$ cat src/rtl/bmpsc_pkg.sv
// Shared constants and types for the BMP nearest-neighbor scaler front end.
package bmpsc_pkg;

    localparam logic [15:0] BMP_MAGIC      = 16'h4D42;
    localparam logic [31:0] BMP_MIN_OFFSET = 32'd54;

    localparam int SRC_W_W    = 12;  // source width register
    localparam int SRC_H_W    = 13;  // signed source height register
    localparam int DEPTH_W    = 6;   // bits per pixel register
    localparam int DIM_W      = 12;  // destination size registers
    localparam int STRIDE_W   = 15;  // padded row stride in bytes
    localparam int PIXB_W     = 14;  // column byte offset
    localparam int ROWOFF_W   = 27;  // row * stride
    localparam int RGB_W      = 16;

    localparam int CFG_IDX_W  = 3;
    localparam int CFG_DATA_W = 32;

    // quotient is always below the source size, so 12 bits suffice
    localparam int QUO_W      = 12;
    localparam int DIV_STEPS  = 2;                    // quotient bits per stage
    localparam int DIV_STAGES = QUO_W / DIV_STEPS;
    localparam int PIPE_DEPTH = DIV_STAGES + 3;       // entry, divide, row, output

    typedef enum logic [CFG_IDX_W-1:0] {
        REG_MAGIC       = 3'd0,
        REG_DATA_OFFSET = 3'd1,
        REG_SRC_WIDTH   = 3'd2,
        REG_SRC_HEIGHT  = 3'd3,
        REG_BIT_DEPTH   = 3'd4,
        REG_DST_WIDTH   = 3'd5,
        REG_DST_HEIGHT  = 3'd6
    } cfg_reg_t;

    // per-request control that rides alongside the divider lanes
    typedef struct packed {
        logic             kind;
        logic             clamp_x;
        logic             clamp_y;
        logic             no_div;
        logic [RGB_W-1:0] rgb;
    } side_t;

endpackage

$ cat src/rtl/bmpsc_if.sv
// Request, response and configuration channel interfaces.
interface bmpsc_in_if #(
    parameter int COORD_BITS = 12
);
    logic                  valid;
    logic                  ready;
    logic                  kind;
    logic [COORD_BITS-1:0] dest_x;
    logic [COORD_BITS-1:0] dest_y;
    logic [7:0]            blue_byte;
    logic [7:0]            green_byte;
    logic [7:0]            red_byte;

    modport source (output valid, kind, dest_x, dest_y, blue_byte, green_byte, red_byte,
                    input ready);
    modport sink   (input valid, kind, dest_x, dest_y, blue_byte, green_byte, red_byte,
                    output ready);
endinterface

interface bmpsc_out_if;
    logic        valid;
    logic        ready;
    logic [31:0] source_byte_offset;
    logic [15:0] pixel_rgb565;
    logic        header_ok;

    modport source (output valid, source_byte_offset, pixel_rgb565, header_ok,
                    input ready);
    modport sink   (input valid, source_byte_offset, pixel_rgb565, header_ok,
                    output ready);
endinterface

interface bmpsc_cfg_if;
    import bmpsc_pkg::*;
    logic                  valid;
    logic                  ready;
    logic [CFG_IDX_W-1:0]  index;
    logic [CFG_DATA_W-1:0] data;

    modport source (output valid, index, data, input ready);
    modport sink   (input valid, index, data, output ready);
endinterface

$ cat src/rtl/bmpsc_div_lane.sv
// Pipelined restoring divider lane, DIV_STEPS quotient bits per stage.
module bmpsc_div_lane #(
    parameter int NUM_W = 25,
    parameter int DEN_W = 12
) (
    input  logic                            clk,
    input  logic [bmpsc_pkg::DIV_STAGES-1:0] en,
    input  logic [NUM_W-1:0]                num,
    input  logic [DEN_W-1:0]                den,
    output logic [bmpsc_pkg::QUO_W-1:0]     quo
);
    import bmpsc_pkg::*;

    // the last stage's remainder is not needed
    logic [NUM_W-1:0] rem_reg [DIV_STAGES-1];
    logic [QUO_W-1:0] quo_reg [DIV_STAGES];

    for (genvar s = 0; s < DIV_STAGES; s++) begin : g_stage
        logic [NUM_W-1:0] rem_in;
        logic [QUO_W-1:0] quo_in;
        logic [NUM_W-1:0] rem_next;
        logic [QUO_W-1:0] quo_next;

        if (s == 0) begin : g_first
            assign rem_in = num;
            assign quo_in = '0;
        end else begin : g_rest
            assign rem_in = rem_reg[s-1];
            assign quo_in = quo_reg[s-1];
        end

        always_comb
        begin
            logic [NUM_W-1:0] r;
            logic [NUM_W-1:0] t;
            logic [QUO_W-1:0] q;
            r = rem_in;
            q = quo_in;
            for (int k = 0; k < DIV_STEPS; k++)
            begin
                t = NUM_W'(den) << (QUO_W - 1 - s * DIV_STEPS - k);
                if (r >= t)
                begin
                    r = r - t;
                    q[QUO_W - 1 - s * DIV_STEPS - k] = 1'b1;
                end
            end
            rem_next = r;
            quo_next = q;
        end

        always_ff @(posedge clk)
        begin
            if (en[s])
            begin
                quo_reg[s] <= quo_next;
            end
        end

        if (s < DIV_STAGES - 1) begin : g_rem
            always_ff @(posedge clk)
            begin
                if (en[s])
                begin
                    rem_reg[s] <= rem_next;
                end
            end
        end
    end

    assign quo = quo_reg[DIV_STAGES-1];

endmodule

$ cat src/rtl/bmp_nearest_scale_rgb565.sv
// Top level: BMP header registers, source address pipeline and RGB565 packing.
// Path: entry register, divider stages, row register, then the response register.
// Throughput: one request per cycle; every stage holds under backpressure and
//   ready follows the stage occupancy back from the response ready.
// The depth is set by the two 12-bit divider lanes, 2 quotient bits per stage.
// Reset: rst_n (async, low) empties the pipeline and loads the header
//   registers with 0x4D42, 54, 800, 480, 24, 800 and 480.
module bmp_nearest_scale_rgb565 #(
    parameter int COORD_BITS = 12
) (
    input  logic        clk,
    input  logic        rst_n,
    bmpsc_in_if.sink    req,
    bmpsc_out_if.source rsp,
    bmpsc_cfg_if.sink   cfg
);
    import bmpsc_pkg::*;

    localparam int NY_W   = COORD_BITS + SRC_H_W;   // dest_y * |height|
    localparam int NX_W   = COORD_BITS + SRC_W_W;   // dest_x * width
    localparam int ST_ROW = DIV_STAGES + 1;         // row / column stage
    localparam int ST_OUT = DIV_STAGES + 2;         // response register

    // ------------------------------------------------------------------
    // Header registers. The user must write them only while the pipeline
    // is empty (the block does not enforce this), so every stage reads them directly.
    // ------------------------------------------------------------------
    logic [15:0]           magic_reg;
    logic [31:0]           data_offset_reg;
    logic [SRC_W_W-1:0]    src_width_reg;
    logic [SRC_H_W-1:0]    src_height_reg;
    logic [DEPTH_W-1:0]    bit_depth_reg;
    logic [DIM_W-1:0]      dst_width_reg;
    logic [DIM_W-1:0]      dst_height_reg;

    assign cfg.ready = 1'b1;

    always_ff @(posedge clk or negedge rst_n)
    begin
        if (!rst_n)
        begin
            magic_reg       <= BMP_MAGIC;
            data_offset_reg <= BMP_MIN_OFFSET;
            src_width_reg   <= SRC_W_W'(800);
            src_height_reg  <= SRC_H_W'(480);
            bit_depth_reg   <= DEPTH_W'(24);
            dst_width_reg   <= DIM_W'(800);
            dst_height_reg  <= DIM_W'(480);
        end
        else if (cfg.valid && cfg.ready)
        begin
            unique case (cfg_reg_t'(cfg.index))
                REG_MAGIC:       magic_reg       <= cfg.data[15:0];
                REG_DATA_OFFSET: data_offset_reg <= cfg.data;
                REG_SRC_WIDTH:   src_width_reg   <= cfg.data[SRC_W_W-1:0];
                REG_SRC_HEIGHT:  src_height_reg  <= cfg.data[SRC_H_W-1:0];
                REG_BIT_DEPTH:   bit_depth_reg   <= cfg.data[DEPTH_W-1:0];
                REG_DST_WIDTH:   dst_width_reg   <= cfg.data[DIM_W-1:0];
                REG_DST_HEIGHT:  dst_height_reg  <= cfg.data[DIM_W-1:0];
                default:         ;  // unmapped index, write dropped
            endcase
        end
    end

    // ------------------------------------------------------------------
    // Header-derived values
    // ------------------------------------------------------------------
    logic [SRC_H_W-1:0]    abs_h;       // 1..4096 when the header is valid
    logic [QUO_W-1:0]      abs_h_m1;
    logic [QUO_W-1:0]      src_w_m1;
    logic                  top_down;
    logic                  bpp4;
    logic [PIXB_W-1:0]     row_bytes;
    logic [STRIDE_W-1:0]   stride;
    logic [COORD_BITS-1:0] dw;
    logic [COORD_BITS-1:0] dh;
    logic                  hdr_ok;

    assign top_down  = src_height_reg[SRC_H_W-1];
    assign abs_h     = top_down ? (~src_height_reg + SRC_H_W'(1)) : src_height_reg;
    assign abs_h_m1  = QUO_W'(abs_h - SRC_H_W'(1));
    assign src_w_m1  = QUO_W'(src_width_reg - SRC_W_W'(1));
    assign bpp4      = (bit_depth_reg == DEPTH_W'(32));
    assign row_bytes = bpp4 ? {src_width_reg, 2'b00}
                            : (PIXB_W'(src_width_reg) + PIXB_W'({src_width_reg, 1'b0}));
    // rows are padded to a multiple of four bytes
    assign stride    = (STRIDE_W'(row_bytes) + STRIDE_W'(3)) & ~STRIDE_W'(3);
    assign dw        = COORD_BITS'(dst_width_reg);
    assign dh        = COORD_BITS'(dst_height_reg);
    assign hdr_ok    = (magic_reg == BMP_MAGIC)
                    && (bit_depth_reg == DEPTH_W'(24) || bit_depth_reg == DEPTH_W'(32))
                    && (src_width_reg != '0)
                    && (src_height_reg != '0)
                    && (data_offset_reg >= BMP_MIN_OFFSET);

    // ------------------------------------------------------------------
    // Pipeline flow control: a stage may load when it is empty or when
    // its content moves on in the same cycle.
    // ------------------------------------------------------------------
    logic [PIPE_DEPTH-1:0] valid_reg;
    logic [PIPE_DEPTH-1:0] valid_next;
    logic [PIPE_DEPTH-1:0] free;

    always_comb
    begin
        free[PIPE_DEPTH-1] = !valid_reg[PIPE_DEPTH-1] || rsp.ready;
        for (int i = PIPE_DEPTH - 2; i >= 0; i--)
        begin
            free[i] = !valid_reg[i] || free[i+1];
        end
        valid_next[0] = free[0] ? req.valid : valid_reg[0];
        for (int i = 1; i < PIPE_DEPTH; i++)
        begin
            valid_next[i] = free[i] ? valid_reg[i-1] : valid_reg[i];
        end
    end

    always_ff @(posedge clk or negedge rst_n)
    begin
        if (!rst_n)
        begin
            valid_reg <= '0;
        end
        else
        begin
            valid_reg <= valid_next;
        end
    end

    assign req.ready = free[0];

    // ------------------------------------------------------------------
    // Stage 0: products for both axes, clamp flags, color packing.
    // dest >= dest size means the quotient would reach the source size,
    // so the clamp is decided here and the divider only needs 12 bits.
    // ------------------------------------------------------------------
    side_t            side_reg [DIV_STAGES+1];
    logic [NY_W-1:0]  num_y_reg;
    logic [NX_W-1:0]  num_x_reg;
    side_t            side_in;

    always_comb
    begin
        side_in.kind    = req.kind;
        side_in.clamp_x = (req.dest_x >= dw);
        side_in.clamp_y = (req.dest_y >= dh);
        side_in.no_div  = (dw == '0) || (dh == '0);
        side_in.rgb     = {req.red_byte[7:3], req.green_byte[7:2], req.blue_byte[7:3]};
    end

    always_ff @(posedge clk)
    begin
        if (free[0])
        begin
            side_reg[0] <= side_in;
            num_y_reg   <= NY_W'(req.dest_y) * NY_W'(abs_h);
            num_x_reg   <= NX_W'(req.dest_x) * NX_W'(src_width_reg);
        end
    end

    // ------------------------------------------------------------------
    // Stages 1..DIV_STAGES: divider lanes, control rides alongside
    // ------------------------------------------------------------------
    logic [QUO_W-1:0] quo_y;
    logic [QUO_W-1:0] quo_x;

    bmpsc_div_lane #(
        .NUM_W (NY_W),
        .DEN_W (COORD_BITS)
    ) u_div_y (
        .clk (clk),
        .en  (free[DIV_STAGES:1]),
        .num (num_y_reg),
        .den (dh),
        .quo (quo_y)
    );

    bmpsc_div_lane #(
        .NUM_W (NX_W),
        .DEN_W (COORD_BITS)
    ) u_div_x (
        .clk (clk),
        .en  (free[DIV_STAGES:1]),
        .num (num_x_reg),
        .den (dw),
        .quo (quo_x)
    );

    for (genvar s = 1; s <= DIV_STAGES; s++) begin : g_side
        always_ff @(posedge clk)
        begin
            if (free[s])
            begin
                side_reg[s] <= side_reg[s-1];
            end
        end
    end

    // ------------------------------------------------------------------
    // Row stage: clamp, flip for bottom-up files, row * stride product
    // ------------------------------------------------------------------
    side_t               side_row_reg;
    logic [ROWOFF_W-1:0] row_off_reg;
    logic [PIXB_W-1:0]   col_off_reg;
    logic [QUO_W-1:0]    src_y;
    logic [QUO_W-1:0]    src_x;
    logic [QUO_W-1:0]    row;
    logic [PIXB_W-1:0]   col_off;

    assign src_y   = side_reg[DIV_STAGES].clamp_y ? abs_h_m1 : quo_y;
    assign src_x   = side_reg[DIV_STAGES].clamp_x ? src_w_m1 : quo_x;
    assign row     = top_down ? src_y : (abs_h_m1 - src_y);
    assign col_off = bpp4 ? {src_x, 2'b00}
                          : (PIXB_W'(src_x) + PIXB_W'({src_x, 1'b0}));

    always_ff @(posedge clk)
    begin
        if (free[ST_ROW])
        begin
            side_row_reg <= side_reg[DIV_STAGES];
            row_off_reg  <= ROWOFF_W'(row) * ROWOFF_W'(stride);
            col_off_reg  <= col_off;
        end
    end

    // ------------------------------------------------------------------
    // Output stage: address sum wraps at 32 bits; unused field is zero
    // ------------------------------------------------------------------
    logic [31:0] offset_reg;
    logic [15:0] rgb_reg;
    logic        ok_reg;
    logic [31:0] addr_sum;

    assign addr_sum = data_offset_reg + 32'(row_off_reg) + 32'(col_off_reg);

    always_ff @(posedge clk)
    begin
        if (free[ST_OUT])
        begin
            offset_reg <= (!side_row_reg.kind && hdr_ok && !side_row_reg.no_div)
                          ? addr_sum : 32'd0;
            rgb_reg    <= side_row_reg.kind ? side_row_reg.rgb : 16'd0;
            ok_reg     <= hdr_ok;
        end
    end

    assign rsp.valid              = valid_reg[ST_OUT];
    assign rsp.source_byte_offset = offset_reg;
    assign rsp.pixel_rgb565       = rgb_reg;
    assign rsp.header_ok          = ok_reg;

endmodule

$ cat src/flat_wrapper.sv
// flat-port wrapper written by rule: the top's interface ports become plain ports
module bmp_nearest_scale_rgb565_flat import bmpsc_pkg::*;
#(
    parameter int COORD_BITS = 12
)
  (clk, rst_n, req_valid, req_kind, req_dest_x, req_dest_y, req_blue_byte, req_green_byte, req_red_byte, req_ready, rsp_valid, rsp_source_byte_offset, rsp_pixel_rgb565, rsp_header_ok, rsp_ready, cfg_valid, cfg_index, cfg_data, cfg_ready);
  bmpsc_in_if #(.COORD_BITS(COORD_BITS)) req_i ();
  bmpsc_out_if rsp_i ();
  bmpsc_cfg_if cfg_i ();
  input  logic clk;
  input  logic rst_n;
  input wire logic [$bits(req_i.valid)-1:0] req_valid;
  input wire logic [$bits(req_i.kind)-1:0] req_kind;
  input wire logic [$bits(req_i.dest_x)-1:0] req_dest_x;
  input wire logic [$bits(req_i.dest_y)-1:0] req_dest_y;
  input wire logic [$bits(req_i.blue_byte)-1:0] req_blue_byte;
  input wire logic [$bits(req_i.green_byte)-1:0] req_green_byte;
  input wire logic [$bits(req_i.red_byte)-1:0] req_red_byte;
  output wire logic [$bits(req_i.ready)-1:0] req_ready;
  output wire logic [$bits(rsp_i.valid)-1:0] rsp_valid;
  output wire logic [$bits(rsp_i.source_byte_offset)-1:0] rsp_source_byte_offset;
  output wire logic [$bits(rsp_i.pixel_rgb565)-1:0] rsp_pixel_rgb565;
  output wire logic [$bits(rsp_i.header_ok)-1:0] rsp_header_ok;
  input wire logic [$bits(rsp_i.ready)-1:0] rsp_ready;
  input wire logic [$bits(cfg_i.valid)-1:0] cfg_valid;
  input wire logic [$bits(cfg_i.index)-1:0] cfg_index;
  input wire logic [$bits(cfg_i.data)-1:0] cfg_data;
  output wire logic [$bits(cfg_i.ready)-1:0] cfg_ready;
  assign req_i.valid = req_valid;
  assign req_i.kind = req_kind;
  assign req_i.dest_x = req_dest_x;
  assign req_i.dest_y = req_dest_y;
  assign req_i.blue_byte = req_blue_byte;
  assign req_i.green_byte = req_green_byte;
  assign req_i.red_byte = req_red_byte;
  assign req_ready = req_i.ready;
  assign rsp_valid = rsp_i.valid;
  assign rsp_source_byte_offset = rsp_i.source_byte_offset;
  assign rsp_pixel_rgb565 = rsp_i.pixel_rgb565;
  assign rsp_header_ok = rsp_i.header_ok;
  assign rsp_i.ready = rsp_ready;
  assign cfg_i.valid = cfg_valid;
  assign cfg_i.index = cfg_index;
  assign cfg_i.data = cfg_data;
  assign cfg_ready = cfg_i.ready;
  bmp_nearest_scale_rgb565 #(.COORD_BITS(COORD_BITS)) u_core (.clk(clk), .rst_n(rst_n), .req(req_i), .rsp(rsp_i), .cfg(cfg_i));
endmodule
$ cat config.mk
export PLATFORM = sky130hd
export DESIGN_NAME = bmp_nearest_scale_rgb565_flat
export DESIGN_NICKNAME = d
export VERILOG_FILES = /design/src/rtl/bmpsc_pkg.sv /design/src/rtl/bmpsc_if.sv /design/src/rtl/bmpsc_div_lane.sv /design/src/rtl/bmp_nearest_scale_rgb565.sv /design/src/flat_wrapper.sv
export SDC_FILE = /design/constraint.sdc
export NUM_CORES = 2
export LEC_CHECK = 0
export BUFFER_PORTS_ARGS = -buffer_cell sky130_fd_sc_hd__buf_4
export CORE_UTILIZATION = 40
export CTS_CLUSTER_DIAMETER = 60
export DETAILED_ROUTE_END_ITERATION = 6
export PLACE_DENSITY = 0.52
export SYNTH_ARGS = -nofsm -noshare
export SYNTH_HDL_FRONTEND = slang
export SYNTH_SLANG_ARGS = --single-unit
$ cat constraint.sdc
create_clock -name clk -period 22.1 [get_ports clk]
set_input_delay 2.21 -clock clk [delete_from_list [all_inputs] [get_ports clk]]
set_output_delay 2.21 -clock clk [all_outputs]
set_load 0.02 [all_outputs]
==> results.txt <==
result of the run: complete, no violations
net count of the mapped netlist: 7059
setup-violating endpoint count in the final report: 0
startpoint type of the worst setup path: register
final count of pins violating max slew: 0
Post-Synthesis Cell Area: 60700 sq um
library cell used as clock root buffer: sky130_fd_sc_hd__clkbuf_16
adder and majority gate portion of the synthesized area: 24.0%
critical-path maximum fanout: 15
overall overflow remaining after global route: 0
number of flip-flops in the largest register: 140
final instance count without filler cells: 8276
multiplexer fraction of the synthesized cell area: 3.67%
GRT Resource Usage Total: 19.6%
die span in y: 392 um
violation count after the first detailed-route iteration: 2454
overall die width: 392 um
drt total wl: 149 mm
most common flop cell mapped by yosys: sky130_fd_sc_hd__edfxtp_1
Routed WL per cell: 18.0 um
Crit Path Class: reg -> reg
EDFF count, synth: 624
HPWL after detailed placement: 112 mm
I/O pin total: 141
slowest stage delay, CP: 650 ps
number of buffers added to fix hold violations after cts: 0
count of cells resized by post-cts repair: 0
worst max-slew margin expressed relative to the limit: 17.0%
most common library cell in the layout ignoring fill and taps: sky130_fd_sc_hd__edfxtp_1
number of clock buffers inserted by TritonCTS: 101
post-synthesis average cell area: 10.1 sq um
remaining antenna violation count: 0
portion of the clock cycle consumed by the worst path in the final layout: 45.6%
H-tree level count: 3
die outline area: 153000 sq um
Skew-Pair Late Insertion Delay: 750 ps
complex-gate fraction of the synthesized area: 11.4%
deepest clock path buffer count: 3
maximum clock frequency: 0.0992 GHz
Buffers on Ports: 131
initial antenna violation count: 3
most frequent cells in the layout: sky130_fd_sc_hd__edfxtp_1 (624), sky130_fd_sc_hd__nand2_1 (601), sky130_fd_sc_hd__ha_1 (593)
Core ar.: 150000 sq um
number of global-route vias before repair: 43100
synthesized instance count: 6019
synth unique cells: 102
vias per std cell: 5.23
Post-Place Worst Slack: 12090 ps
cell count after placement: 8087
endpoint required time on the critical path: 22600 ps
worst path buffer plus inverter count: 6
RePlAce Congestion: 0.870
initial cell density of the core: 40.4%
sinks on the clock net: 736
Top delay family on crit path: adder cells
global-route wire length before repair: 238 mm
clock slew at reported path FFs: 60 ps
area fraction in and, or, nand and nor cells after synthesis: 14.9%
ratio of cells with drive above 1 in the final layout: 10.3%
setup tns final: 0 ps
async set or reset register ratio after synthesis: 15.2%
diodes inserted: 0
maximum number of pins on one net before global-route repair: 62
Critical Path End Type: register
total number of placement rows: 142
post-route worst setup slack: 12020 ps
TritonCTS clock tree: built
post-CTS setup buffers: 0
Max Cap Violations: 0
fraction of the core area covered by cells at the end of the flow: 45.1%
number of nets in the finished design: 7214
Most common cell on crit path: sky130_fd_sc_hd__fa_1
RSZ-0062 raised after global routing: false
area growth from synthesis to layout: 11.8%
main combinational cell family by area after synthesis: adder cells
final hold violation count: 0
crit path DAT: 10580 ps
worst slew pin tran: 1250 ps
synth warn: 0
synthesized flop and latch total: 736
Max Clock Skew: 73.4 ps
post-synthesis xor/xnor area fraction: 5.70%
kind of path behind the tightest hold check: reg -> reg
proportion of synthesized chip area in sequential cells: 35.5%
count of unresolved DRC violations after routing: 0
Max stage delay cell, worst path: sky130_fd_sc_hd__mux2i_1
final worst path period need: 10080 ps
via count: 43300
DRT Pass-1 Iters: 5
## worst reg2reg max path: cells and delay by family, from the launching register on
| family | cells | cell delay [ps] |
|---|---|---|
| and+or+nand+nor | 5 | 550 |
| AOI/OAI and AO/OA | 15 | 3180 |
| xor gates and xnor gates | 3 | 550 |
| DFF | 1 | 320 |
| muxes | 2 | 890 |
| adders and majority gates | 8 | 3530 |
| buffers and inverters | 6 | 830 |
## per-layer routing
metal / routed length, um / vias up / GRT usage (%)
li1: - / 21400 / -
met1: 73600 / 21000 / 28.2
met2: 66200 / 775 / 31.5
met3: 6010 / 189 / 1.97
met4: 3200 / 0 / 5.06
met5: 0 / - / 0
## area by class of cell
class,instances,area (sq um)
clock buffers,118,2680
inverters,593,2230
clock inverters,71,941
flip-flops and latches,736,21600
multi-input cells,4536,36400
fillers,14300,82400
well taps,2016,2520
repair buffers,206,1550
## Yosys cell counts, types with 124 or more instances
master,instances,area share (%)
sky130_fd_sc_hd__mux2_2,161,3.0
sky130_fd_sc_hd__edfxtp_1,624,31
sky130_fd_sc_hd__xor2_1,132,1.9
sky130_fd_sc_hd__fa_1,358,12
sky130_fd_sc_hd__nand2_1,604,3.7
sky130_fd_sc_hd__ha_1,593,12
sky130_fd_sc_hd__and2_1,124,1.3
sky130_fd_sc_hd__xnor2_1,263,3.8
sky130_fd_sc_hd__nor2_1,471,2.9
sky130_fd_sc_hd__a21oi_1,349,2.9
sky130_fd_sc_hd__o21ai_0,275,2.3
sky130_fd_sc_hd__inv_1,589,3.6
## final timing paths
kind | slack (ps) | cells past startpoint | end | startpoint
max | 12020 | 39 | u_core.row_off_reg[25] | u_core.src_height_reg[0]
min | 390 | 0 | u_core.side_reg[1][17] | u_core.side_reg[0][17]
max reg2reg | 12020 | 39 | u_core.row_off_reg[25] | u_core.src_height_reg[0]
min reg2reg | 390 | 0 | u_core.side_reg[1][17] | u_core.side_reg[0][17]
max in group asynchronous | 19280 | 2 | u_core.src_width_reg[2] | rst_n
min in group asynchronous | 1580 | 1 | u_core.data_offset_reg[0] | rst_n
## logic make-up after synthesis
family,Yosys count
muxes,202
DFF,736
buffers and inverters,747
adders and majority gates,951
xor gates and xnor gates,395
AOI/OAI and AO/OA,1106
other,1
and+or+nand+nor,1881
## stage by stage
stage | hold slack [ps] | area [sq um]
floorplan | 400 | 60700
global placement | 401 | 64200
detailed placement | 405 | 64200
CTS | 374 | 67900
global route | 389 | 67900
finish | 388 | 67900
Power is left out: the tool's default activity adds up to more than one toggle a clock period on the data nets, which glitch-free logic cannot reach.
